### src/rtl/fitch_insertion_cost_bounded_core_macros.svh
// Assertion macros for the Fitch insertion cost core.
// Used by fitch_insertion_cost_bounded_core.sv; expects aclk and aresetn in scope.
`ifndef FITCH_INSERTION_COST_BOUNDED_CORE_MACROS_SVH
`define FITCH_INSERTION_COST_BOUNDED_CORE_MACROS_SVH

`ifndef SYNTHESIS

// Same-cycle implication, checked at every rising edge outside reset.
`define FICB_ASSERT_NOW(label, ante, cons) \
    label: assert property (@(posedge aclk) disable iff (!aresetn) (ante) |-> (cons)) \
        else $error("assertion failed");

// Next-cycle implication, checked at every rising edge outside reset.
`define FICB_ASSERT_NEXT(label, ante, cons) \
    label: assert property (@(posedge aclk) disable iff (!aresetn) (ante) |=> (cons)) \
        else $error("assertion failed");

`else

`define FICB_ASSERT_NOW(label, ante, cons)
`define FICB_ASSERT_NEXT(label, ante, cons)

`endif

`endif

### src/rtl/ficb_pkg.sv
// Shared types and constants for the Fitch insertion cost core.
// No dependencies; imported by fitch_insertion_cost_bounded_core.
`default_nettype none

package ficb_pkg;

    localparam int MAX_SITES   = 4096;
    localparam int SITE_W      = 13;
    localparam int INDEX_LIMIT = (MAX_SITES < 8191) ? MAX_SITES : 8191;
    localparam int STATE_W     = 5;
    localparam int COST_W      = 16;
    localparam int WEIGHT_W    = 8;
    localparam int CFG_IDX_W   = 4;
    localparam int CFG_DATA_W  = 16;

    typedef enum logic [CFG_IDX_W-1:0] {
        REG_SPLIT_MODE         = 4'd0,
        REG_SUBST_COST         = 4'd1,
        REG_TRANSITION_COST    = 4'd2,
        REG_TRANSVERSION_COST  = 4'd3,
        REG_INDEL_COST         = 4'd4,
        REG_BASE_SITES         = 4'd5,
        REG_TRANSVERSION_SITES = 4'd6,
        REG_MISSING_THRESHOLD  = 4'd7
    } cfg_reg_t;

    typedef struct packed {
        logic [STATE_W-1:0] taxon_state;
        logic [STATE_W-1:0] first_end_state;
        logic [STATE_W-1:0] second_end_state;
        logic [COST_W-1:0]  cost_bound;
        logic               last_site;
    } site_in_t;

    typedef struct packed {
        logic [COST_W-1:0] total_cost;
        logic              over_bound;
    } site_out_t;

endpackage

`default_nettype wire

### src/rtl/fitch_insertion_cost_bounded_core.sv
// Top level of the bounded Fitch insertion cost core.
// Depends on ficb_pkg.sv and fitch_insertion_cost_bounded_core_macros.svh.
//
// Usage:
//   s_ channel: one transaction per aligned site (taxon and branch end state sets,
//   the current cost bound, a last-site mark). One site per cycle unless stalled.
//   m_ channel: one transaction per insertion, issued for the site marked last,
//   carrying the saturated total cost and the over-bound flag.
//   cfg channel: register writes by index; always ready. Writes are expected only
//   while no insertion is in flight. Unknown indexes are ignored.
// Pipeline: a last site passes two register stages, site pricing and then
//   accumulation, before its result shows on m_.
// Throughput: one site per cycle unless a last site stalls; the limit is the add,
//   saturate and bound compare on the running cost.
// Reset: aresetn low (synchronous) loads the register defaults, clears the site
//   counter, running cost and flag, and empties both pipeline stages.
// Stall: a held result holds the next last site in the pricing stage, blocking s_;
//   sites ahead of it keep flowing into the accumulator while the receiver stalls.
`default_nettype none
`include "fitch_insertion_cost_bounded_core_macros.svh"

module fitch_insertion_cost_bounded_core (
    input  wire logic                            aclk,
    input  wire logic                            aresetn,
    input  wire logic                            s_valid,
    output logic                                 s_ready,
    input  wire ficb_pkg::site_in_t              s_data,
    output logic                                 m_valid,
    input  wire logic                            m_ready,
    output ficb_pkg::site_out_t                  m_data,
    input  wire logic                            cfg_valid,
    output logic                                 cfg_ready,
    input  wire logic [ficb_pkg::CFG_IDX_W-1:0]  cfg_index,
    input  wire logic [ficb_pkg::CFG_DATA_W-1:0] cfg_data
);
    import ficb_pkg::*;

    // Configuration registers.
    logic                split_mode_reg;
    logic [WEIGHT_W-1:0] subst_cost_reg;
    logic [WEIGHT_W-1:0] transition_cost_reg;
    logic [WEIGHT_W-1:0] transversion_cost_reg;
    logic [WEIGHT_W-1:0] indel_cost_reg;
    logic [SITE_W-1:0]   base_sites_reg;
    logic [SITE_W-1:0]   transversion_sites_reg;
    logic [STATE_W-1:0]  missing_threshold_reg;

    // Site pricing stage.
    logic                s1_valid_reg;
    logic [WEIGHT_W-1:0] s1_cost_reg;
    logic [COST_W-1:0]   s1_bound_reg;
    logic                s1_last_reg;
    logic [SITE_W-1:0]   site_index_reg;

    // Accumulation state and result register.
    logic [COST_W-1:0]   running_cost_reg;
    logic                bound_reached_reg;
    logic                out_valid_reg;
    site_out_t           out_data_reg;

    logic                s_accept;
    logic                s1_advance;
    logic                out_free;
    logic [STATE_W-1:0]  branch_union;
    logic [STATE_W-1:0]  branch_set;
    logic                mismatch;
    logic [SITE_W-1:0]   transition_end;
    logic [WEIGHT_W-1:0] class_cost;
    logic [WEIGHT_W-1:0] s1_cost_next;
    logic [SITE_W-1:0]   site_index_next;
    logic [COST_W:0]     cost_sum;
    logic [COST_W-1:0]   cost_sat;
    logic                flag_next;

    assign cfg_ready = 1'b1;

    always_ff @(posedge aclk) begin
        if (!aresetn) begin
            split_mode_reg         <= 1'b0;
            subst_cost_reg         <= WEIGHT_W'(1);
            transition_cost_reg    <= WEIGHT_W'(1);
            transversion_cost_reg  <= WEIGHT_W'(1);
            indel_cost_reg         <= WEIGHT_W'(1);
            base_sites_reg         <= '0;
            transversion_sites_reg <= '0;
            missing_threshold_reg  <= '1;
        end else if (cfg_valid) begin
            unique case (cfg_index)
                REG_SPLIT_MODE:         split_mode_reg         <= cfg_data[0];
                REG_SUBST_COST:         subst_cost_reg         <= cfg_data[WEIGHT_W-1:0];
                REG_TRANSITION_COST:    transition_cost_reg    <= cfg_data[WEIGHT_W-1:0];
                REG_TRANSVERSION_COST:  transversion_cost_reg  <= cfg_data[WEIGHT_W-1:0];
                REG_INDEL_COST:         indel_cost_reg         <= cfg_data[WEIGHT_W-1:0];
                REG_BASE_SITES:         base_sites_reg         <= cfg_data[SITE_W-1:0];
                REG_TRANSVERSION_SITES: transversion_sites_reg <= cfg_data[SITE_W-1:0];
                REG_MISSING_THRESHOLD:  missing_threshold_reg  <= cfg_data[STATE_W-1:0];
                default: ;
            endcase
        end
    end

    // Handshake: the pricing stage drains whenever its site is not last or
    // the result register can take a new transaction.
    assign out_free   = !out_valid_reg || m_ready;
    assign s1_advance = s1_valid_reg && (!s1_last_reg || out_free);
    assign s_ready    = !s1_valid_reg || s1_advance;
    assign s_accept   = s_valid && s_ready;

    // Site pricing from the incoming sets and the current site index.
    always_comb begin
        branch_union = s_data.first_end_state | s_data.second_end_state;
        if (branch_union > missing_threshold_reg) begin
            branch_set = s_data.first_end_state & s_data.second_end_state;
        end else begin
            branch_set = branch_union;
        end
        mismatch = (s_data.taxon_state & branch_set) == '0;

        // When the transversion count exceeds the base count, all base sites
        // are transversions.
        if (transversion_sites_reg <= base_sites_reg) begin
            transition_end = base_sites_reg - transversion_sites_reg;
        end else begin
            transition_end = '0;
        end

        priority if (site_index_reg >= base_sites_reg) begin
            class_cost = indel_cost_reg;
        end else if (!split_mode_reg) begin
            class_cost = subst_cost_reg;
        end else if (site_index_reg < transition_end) begin
            class_cost = transition_cost_reg;
        end else begin
            class_cost = transversion_cost_reg;
        end

        s1_cost_next = mismatch ? class_cost : '0;

        if (s_data.last_site) begin
            site_index_next = '0;
        end else if (site_index_reg < SITE_W'(INDEX_LIMIT)) begin
            site_index_next = site_index_reg + SITE_W'(1);
        end else begin
            site_index_next = site_index_reg;
        end
    end

    always_ff @(posedge aclk) begin
        if (!aresetn) begin
            s1_valid_reg   <= 1'b0;
            site_index_reg <= '0;
        end else begin
            if (s_accept) begin
                s1_valid_reg   <= 1'b1;
                site_index_reg <= site_index_next;
            end else if (s1_advance) begin
                s1_valid_reg <= 1'b0;
            end
        end
    end

    always_ff @(posedge aclk) begin
        if (s_accept) begin
            s1_cost_reg  <= s1_cost_next;
            s1_bound_reg <= s_data.cost_bound;
            s1_last_reg  <= s_data.last_site;
        end
    end

    // Accumulation: saturating add, then the sticky bound compare.
    always_comb begin
        cost_sum  = {1'b0, running_cost_reg} + (COST_W+1)'(s1_cost_reg);
        cost_sat  = cost_sum[COST_W] ? '1 : cost_sum[COST_W-1:0];
        flag_next = bound_reached_reg || (cost_sat >= s1_bound_reg);
    end

    always_ff @(posedge aclk) begin
        if (!aresetn) begin
            running_cost_reg  <= '0;
            bound_reached_reg <= 1'b0;
            out_valid_reg     <= 1'b0;
        end else begin
            if (s1_advance) begin
                if (s1_last_reg) begin
                    running_cost_reg  <= '0;
                    bound_reached_reg <= 1'b0;
                end else begin
                    running_cost_reg  <= cost_sat;
                    bound_reached_reg <= flag_next;
                end
            end
            if (s1_advance && s1_last_reg) begin
                out_valid_reg <= 1'b1;
            end else if (m_ready) begin
                out_valid_reg <= 1'b0;
            end
        end
    end

    always_ff @(posedge aclk) begin
        if (s1_advance && s1_last_reg) begin
            out_data_reg.total_cost <= cost_sat;
            out_data_reg.over_bound <= flag_next;
        end
    end

    assign m_valid = out_valid_reg;
    assign m_data  = out_data_reg;

    `FICB_ASSERT_NEXT(a_last_gives_result, s1_advance && s1_last_reg, out_valid_reg)
    `FICB_ASSERT_NEXT(a_last_clears_state, s1_advance && s1_last_reg,
        running_cost_reg == '0 && !bound_reached_reg)
    `FICB_ASSERT_NEXT(a_cost_monotonic, s1_advance && !s1_last_reg,
        running_cost_reg >= $past(running_cost_reg))
    `FICB_ASSERT_NOW(a_index_limit, 1'b1, site_index_reg <= SITE_W'(INDEX_LIMIT))

endmodule

`default_nettype wire
### config.mk
export PLATFORM = sky130hd
export DESIGN_NAME = fitch_insertion_cost_bounded_core
export DESIGN_NICKNAME = d
export VERILOG_FILES = /design/src/rtl/ficb_pkg.sv /design/src/rtl/fitch_insertion_cost_bounded_core.sv
export VERILOG_INCLUDE_DIRS = /design/src /design/src/rtl
export SDC_FILE = /design/constraint.sdc
export NUM_CORES = 1
export LEC_CHECK = 0
export BUFFER_PORTS_ARGS = -buffer_cell sky130_fd_sc_hd__buf_2
export CAP_MARGIN = 20
export CORE_ASPECT_RATIO = 1.2
export CORE_MARGIN = 2
export CORE_UTILIZATION = 60
export DETAILED_ROUTE_END_ITERATION = 16
export PLACE_DENSITY = 0.81
export SYNTH_ARGS = -nofsm -noshare
export SYNTH_HDL_FRONTEND = slang
export SYNTH_SLANG_ARGS = --single-unit
### constraint.sdc
create_clock -name aclk -period 4.4 [get_ports aclk]
set_input_delay 0.22 -clock aclk [delete_from_list [all_inputs] [get_ports aclk]]
set_output_delay 0.22 -clock aclk [all_outputs]
set_load 0.01 [all_outputs]
# Word-level counts from Yosys, hierarchy flattened
# Cells that the tools add are included.
# W data, S select, Z words.
totals:
  regBits: 138
  wordCells: 75
  output_inout_bits: 20
  input_bits: 57
op_classes:
  order_cmp: 6
  eq_ne: 7
  bitwise: 3
  n_reduce_logical: 24
  n_mux: 14
  add_sub_neg: 3
op_table:
  columns: ["cell", "count"]
  rows:
  - ["$mux W13", 3]
  - ["$mux W16", 2]
  - ["$mux W8", 3]
  - ["$reduce_and A2 Y1", 9]
  - ["$add A16 B8 Y17", 1]
  - ["$eq A4 B3 Y1 const B", 4]
  - ["$ge A16 B16 Y1", 1]
  - ["$add A13 B1 Y13 const B", 1]
  - ["$ge A13 B13 Y1", 1]
  - ["$le A13 B13 Y1", 1]
  - ["$lt A13 B13 Y1", 1]
  - ["$lt A13 B13 Y1 const B", 1]
  - ["$sub A13 B13 Y13", 1]
  - ["$and A5 B5 Y5", 2]
  - ["$eq A4 B2 Y1 const B", 2]
  - ["$reduce_bool A2 Y1", 3]
  - ["$gt A5 B5 Y1", 1]
  - ["$logic_not A5 Y1", 1]
  - ["$mux W1", 5]
  - ["$mux W5", 1]
  - ["$or A5 B5 Y5", 1]
  - ["$eq A4 B1 Y1 const B", 1]
  - ["$logic_not A4 Y1", 1]
  - ["$logic_or A1 B1 Y1", 4]
  - ["other kinds (2)", 6]

# Longest topological paths before layout
logic_depth:
  ltp_word: 7
  mapped_depth: 18
  ltp_nobuf: 17

# Least setup slack after synthesis
# OpenSTA, ideal clock, no wires.
synth_timing:
  kind: "reg-to-reg"
  start: "register base_sites_reg[0]"
  end: "register s1_cost_reg[0], data pin"
  required_ps: 4139
  setup_time_ps: 261
  synth_period_minus_slack_ps: 3897
  n_path_buf: 1
  stages_incl_launch_ff: 18
  arrival_ps: 3636
  slack_ps: 503
  cell_sequence: "dfxtp_1 -> inv_1 -> ha_1 -> fa_1 -> nand2b_1 -> a21oi_1 -> o221ai_1 -> o21ai_0 -> xor2_1 -> nand2_1 -> ha_1 -> a21o_1 -> a21o_1 -> a211oi_1 -> o311ai_2 -> nor2b_4 -> buf_6 -> a221o_1"
synth_via:
  elab_chain_cells: 6
  elab_cells_between_ends: 8
  classes_between: "1 x add/sub; 3 x order compare; 4 x mux"
synth_lines:
  columns: ["element", "line_no", "text"]
  rows:
  - ["start, declared", "fitch_insertion_cost_bounded_core.sv:44", "logic [SITE_W-1:0] base_sites_reg;"]
  - ["start signal, assigned", "fitch_insertion_cost_bounded_core.sv:94", "REG_BASE_SITES: base_sites_reg <= cfg_data[SITE_W-1:0];"]
  - ["$sub A13 B13 Y13 or $le A13 B13 Y1 (tied branches)", "fitch_insertion_cost_bounded_core.sv:122, fitch_insertion_cost_bounded_core.sv:121", null]
  - ["$mux W13", "fitch_insertion_cost_bounded_core.sv:121", "if (transversion_sites_reg <= base_sites_reg) begin"]
  - ["$lt A13 B13 Y1", "fitch_insertion_cost_bounded_core.sv:131", "end else if (site_index_reg < transition_end) begin"]
  - ["$mux W8", "fitch_insertion_cost_bounded_core.sv:131", null]
  - ["$mux W8", "fitch_insertion_cost_bounded_core.sv:129", "end else if (!split_mode_reg) begin"]
  - ["$mux W8 (*)", "fitch_insertion_cost_bounded_core.sv:127", "priority if (site_index_reg >= base_sites_reg) begin"]
  - ["end signal, assigned", "fitch_insertion_cost_bounded_core.sv:164", "s1_cost_reg <= s1_cost_next;"]
  - ["end, declared", "fitch_insertion_cost_bounded_core.sv:50", "logic [WEIGHT_W-1:0] s1_cost_reg;"]
# Every way passes the cells marked *; elsewhere a longest branch is shown, timed or not.
# A chain may end at the register's enable or synchronous reset.

# Worst setup path after layout
layout_timing:
  start: "register base_sites_reg[0]"
  end: "register s1_cost_reg[7], data pin"
# The elaborated chain is that of the path after synthesis.

==> impl_metrics.csv <==
group,metric,value,unit
final_layout,fill_cells,902,
pwr,power_leakage,0.00387,uW
worst_setup_path,cp-start-kind,"flop",
sta,timing.final.setup_violations,0,
logic_synthesis,synth-edff-count,42,
final_layout,drive_above_1_share,15.5,%
routing,drt_first_pass_iters,5,
routing,vias,5932,
sta,grt_setup_unrepaired,"false",
sta,postLayoutSetupSlackWorst,253,ps
worst_setup_path,timing_worst_setup_path_type,"flop to flop",
floorplanning,die_width,107,um
final_layout,final_net_count,987,
logic_synthesis,synth-main-ff-cell,"sky130_fd_sc_hd__dfxtp_1",
sta,actual_slew_at_the_worst_max_slew_pin,1020,ps
logic_synthesis,async_flop_share,0,%
sta,period_share,94.3,%
placed_design,dp_hpwl,11.9,mm
logic_synthesis,mappedNetlistNets,896,
final_layout,largest_reg_flops,17,
global_route,grt_start_max_net_pins,85,
final_layout,antenna_diode_count,0,
clock_network,clock-root-buffer,"sky130_fd_sc_hd__clkbuf_16",
floorplanning,fp.dieH,128,um
sta,slew_viols_final,0,
outcome,run_status,"finished clean",
clock_network,number_of_buffers_on_the_longest_clock_path,2,
routing,detail_route.drc_violations,0,
logic_synthesis,ys_ff_latch,138,
placed_design,gpl.final_weighted_congestion,0.942,
logic_synthesis,post_synth.cell_area_avg,9.93,um^2
sta,tns,0,ps
sta,timing.clock.skew,7.11,ps
worst_setup_path,worstPathRequired,4580,ps
sta,hold_violations,0,
clock_network,tritoncts,"done",
placed_design,placement.setup.worst_slack,137,ps
worst_setup_path,crit_path_end_kind,"flop",
routing,ant_nets,0,
global_route,overall_global_routing_resource_usage,25.6,%
global_route,overflow,0,
clock_network,cts.sink_count,138,
global_route,via_count_of_the_first_global_routing_pass,5983,
floorplanning,pin_count,77,
routing,routedWlPerCell,16.1,um
worst_setup_path,crit_path_buf_inv_count,1,
routing,avgViaCountPerCell,5.72,
logic_synthesis,yosys.cell_types.count,67,
worst_setup_path,critPathMaxFanout,8,
hold_path,timing.hold.worst.class,"input pin to flop",
floorplanning,floorplan.initialDensity,60.8,%
logic_synthesis,syn-cell-area,7640,um^2
pwr,post-layout-total-power,3060,uW
clock_network,h_tree_level_count,4,
routing,first_iter_violations,303,
worst_setup_path,cp.arrival,4320,ps
sta,min_tclk_post_route,4150,ps
final_layout,flow.area_growth_from_synthesis,16.9,%
worst_setup_path,path_delay_family,"compound AO/OA/AOI/OAI gates",
floorplanning,die_area,13700,um^2
worst_setup_path,crit_path_top_delay_cell,"sky130_fd_sc_hd__fa_1",
logic_synthesis,number_of_warnings_issued_by_yosys,0,
routing,detail_route.wirelength,16.7,mm
final_layout,layout_common_cells,"sky130_fd_sc_hd__dfxtp_1, sky130_fd_sc_hd__nor2b_1, sky130_fd_sc_hd__buf_2",
pwr,power_density,342,nW/um^2
global_route,antenna_found_initial,0,
sta,max_transition_margin,31.8,%
worst_setup_path,highest_cell_delay_on_the_worst_timing_path,390,ps
worst_setup_path,cp_cell_sequence,"inv_1 -> ha_1 -> fa_1 -> nand2b_1 -> a21oi_2 -> o221ai_1 -> o21ai_2 -> xor2_1 -> nand2_1 -> ha_1 -> a21o_1 -> a21o_1 -> a211oi_1 -> o311ai_2 -> nor2b_4 -> a221o_1",
floorplanning,rows,45,
clock_network,cts_buffers,17,
global_route,grt_first_pass_wirelength,27.6,mm
clock_network,cts.reportedPaths.clkPinSlew,60,ps
final_layout,layout_commonest_cell,"sky130_fd_sc_hd__dfxtp_1",
floorplanning,core-area,12600,um^2
logic_synthesis,syn_inst,769,
placed_design,io_buffer_count,72,
sta,fmax,241,MHz
pwr,vdd_ir_drop_max,0.233,mV
clock_network,insertion_delay,420,ps
logic_synthesis,synth_sequential_area_ratio,41.7,%
run,drv_cap,0,
[power breakdown]
part / internal (uW) / leakage (uW) / switching (uW)
Combinational: 147 / 0.00239 / 181
Sequential: 1340 / 0.00119 / 14.8
Clock: 808 / 0.000283 / 566
Total: 2290 / 0.00387 / 762
[cells by family after synthesis]
group	count (synthesis)	share of synthesized area (%)
AOI/OAI and AO/OA	127	12.2
xor gates and xnor gates	26	2.98
adders and majority gates	70	11.7
buffers and inverters	76	4.03
DFF	138	41.7
muxes	65	8.57
other	1	0.0491
and+or+nand+nor	266	18.8
[worst reg2reg max path: stages (launching register included)]
cell                       delay, ps
sky130_fd_sc_hd__dfxtp_1         350
sky130_fd_sc_hd__inv_1            50
sky130_fd_sc_hd__ha_1            230
sky130_fd_sc_hd__fa_1            390
sky130_fd_sc_hd__nand2b_1        220
sky130_fd_sc_hd__a21oi_2         230
sky130_fd_sc_hd__o221ai_1        220
sky130_fd_sc_hd__o21ai_2         200
sky130_fd_sc_hd__xor2_1          150
sky130_fd_sc_hd__nand2_1          70
sky130_fd_sc_hd__ha_1            310
sky130_fd_sc_hd__a21o_1          180
sky130_fd_sc_hd__a21o_1          170
sky130_fd_sc_hd__a211oi_1        310
sky130_fd_sc_hd__o311ai_2        240
sky130_fd_sc_hd__nor2b_4         220
sky130_fd_sc_hd__a221o_1         350
[final timing paths]
| kind | from | to | slack [ps] | cells past startpoint |
|---|---|---|---|---|
| max | base_sites_reg[0] | s1_cost_reg[7] | 250 | 16 |
| min | cfg_data[9] | base_sites_reg[9] | 70 | 3 |
| max reg2reg | base_sites_reg[0] | s1_cost_reg[7] | 250 | 16 |
| min reg2reg | missing_threshold_reg[0] | missing_threshold_reg[0] | 490 | 2 |
[what timing repair did]
| item | 4_1_cts | 5_1_grt |
|---|---|---|
| hold buffers | 17 | 0 |
| setup endpoints to repair | 0 | 10 |
| hold endpoints to repair | 17 | 0 |
| setup buffers | 0 | 0 |
| gates resized for setup | 0 | 6 |
[synthesized netlist by cell type (5+ instances only)]
| cell type | n | area share (%) |
|---|---|---|
| sky130_fd_sc_hd__a21o_1 | 11 | 1.1 |
| sky130_fd_sc_hd__nor2b_1 | 73 | 6.0 |
| sky130_fd_sc_hd__a21oi_1 | 29 | 1.9 |
| sky130_fd_sc_hd__a22o_1 | 9 | 1.0 |
| sky130_fd_sc_hd__a22oi_1 | 9 | 0.88 |
| sky130_fd_sc_hd__clkbuf_1 | 17 | 0.84 |
| sky130_fd_sc_hd__nand4_1 | 9 | 0.74 |
| sky130_fd_sc_hd__and3_1 | 11 | 0.90 |
| sky130_fd_sc_hd__nand2b_1 | 14 | 1.1 |
| sky130_fd_sc_hd__nor2_1 | 43 | 2.1 |
| sky130_fd_sc_hd__edfxtp_1 | 42 | 17 |
| sky130_fd_sc_hd__o211ai_1 | 8 | 0.79 |
| sky130_fd_sc_hd__ha_1 | 68 | 11 |
| sky130_fd_sc_hd__mux2i_1 | 62 | 8.1 |
| sky130_fd_sc_hd__dfxtp_1 | 96 | 25 |
| sky130_fd_sc_hd__nor3_1 | 7 | 0.46 |
| sky130_fd_sc_hd__nand2_1 | 54 | 2.7 |
| sky130_fd_sc_hd__xnor2_1 | 10 | 1.1 |
| sky130_fd_sc_hd__nor3b_1 | 5 | 0.49 |
| sky130_fd_sc_hd__a221o_1 | 8 | 1.0 |
| sky130_fd_sc_hd__nand3b_1 | 5 | 0.49 |
| sky130_fd_sc_hd__nand3_1 | 21 | 1.4 |
| sky130_fd_sc_hd__inv_1 | 53 | 2.6 |
| sky130_fd_sc_hd__xor2_1 | 16 | 1.8 |
| sky130_fd_sc_hd__a31oi_1 | 6 | 0.49 |
| sky130_fd_sc_hd__o21ai_0 | 13 | 0.85 |
[through the flow]
step	instance area, um^2	utilization (%)	std cells	hold slack [ps]
floorplan	7640	-	769	319
global placement	8140	64.8	987	396
detailed placement	8140	64.8	987	399
CTS	8890	70.8	1036	63.2
global route	8930	71.1	1037	79.5
finish	8930	71.1	1037	73.2
[layer usage]
metal | GRT usage (%) | part of all wire, %
met1 | 30.0 | 43
met2 | 45.4 | 51
met3 | 5.31 | 3.8
met4 | 10.2 | 2.3
met5 | 0 | 0
[layout make-up]
type                            instances  area, um^2  share of cell area, %
Multi-Input combinational cell        555        4170                   46.7
Tap cell                              164         205                   2.30
Clock buffer                           21         493                   5.52
Inverter                               53         199                   2.23
Sequential cell                       138        3180                   35.7
Timing Repair Buffer                   95         596                   6.67
Clock inverter                         11        81.3                  0.911
Note: power is estimated with default switching activity, not from simulation.
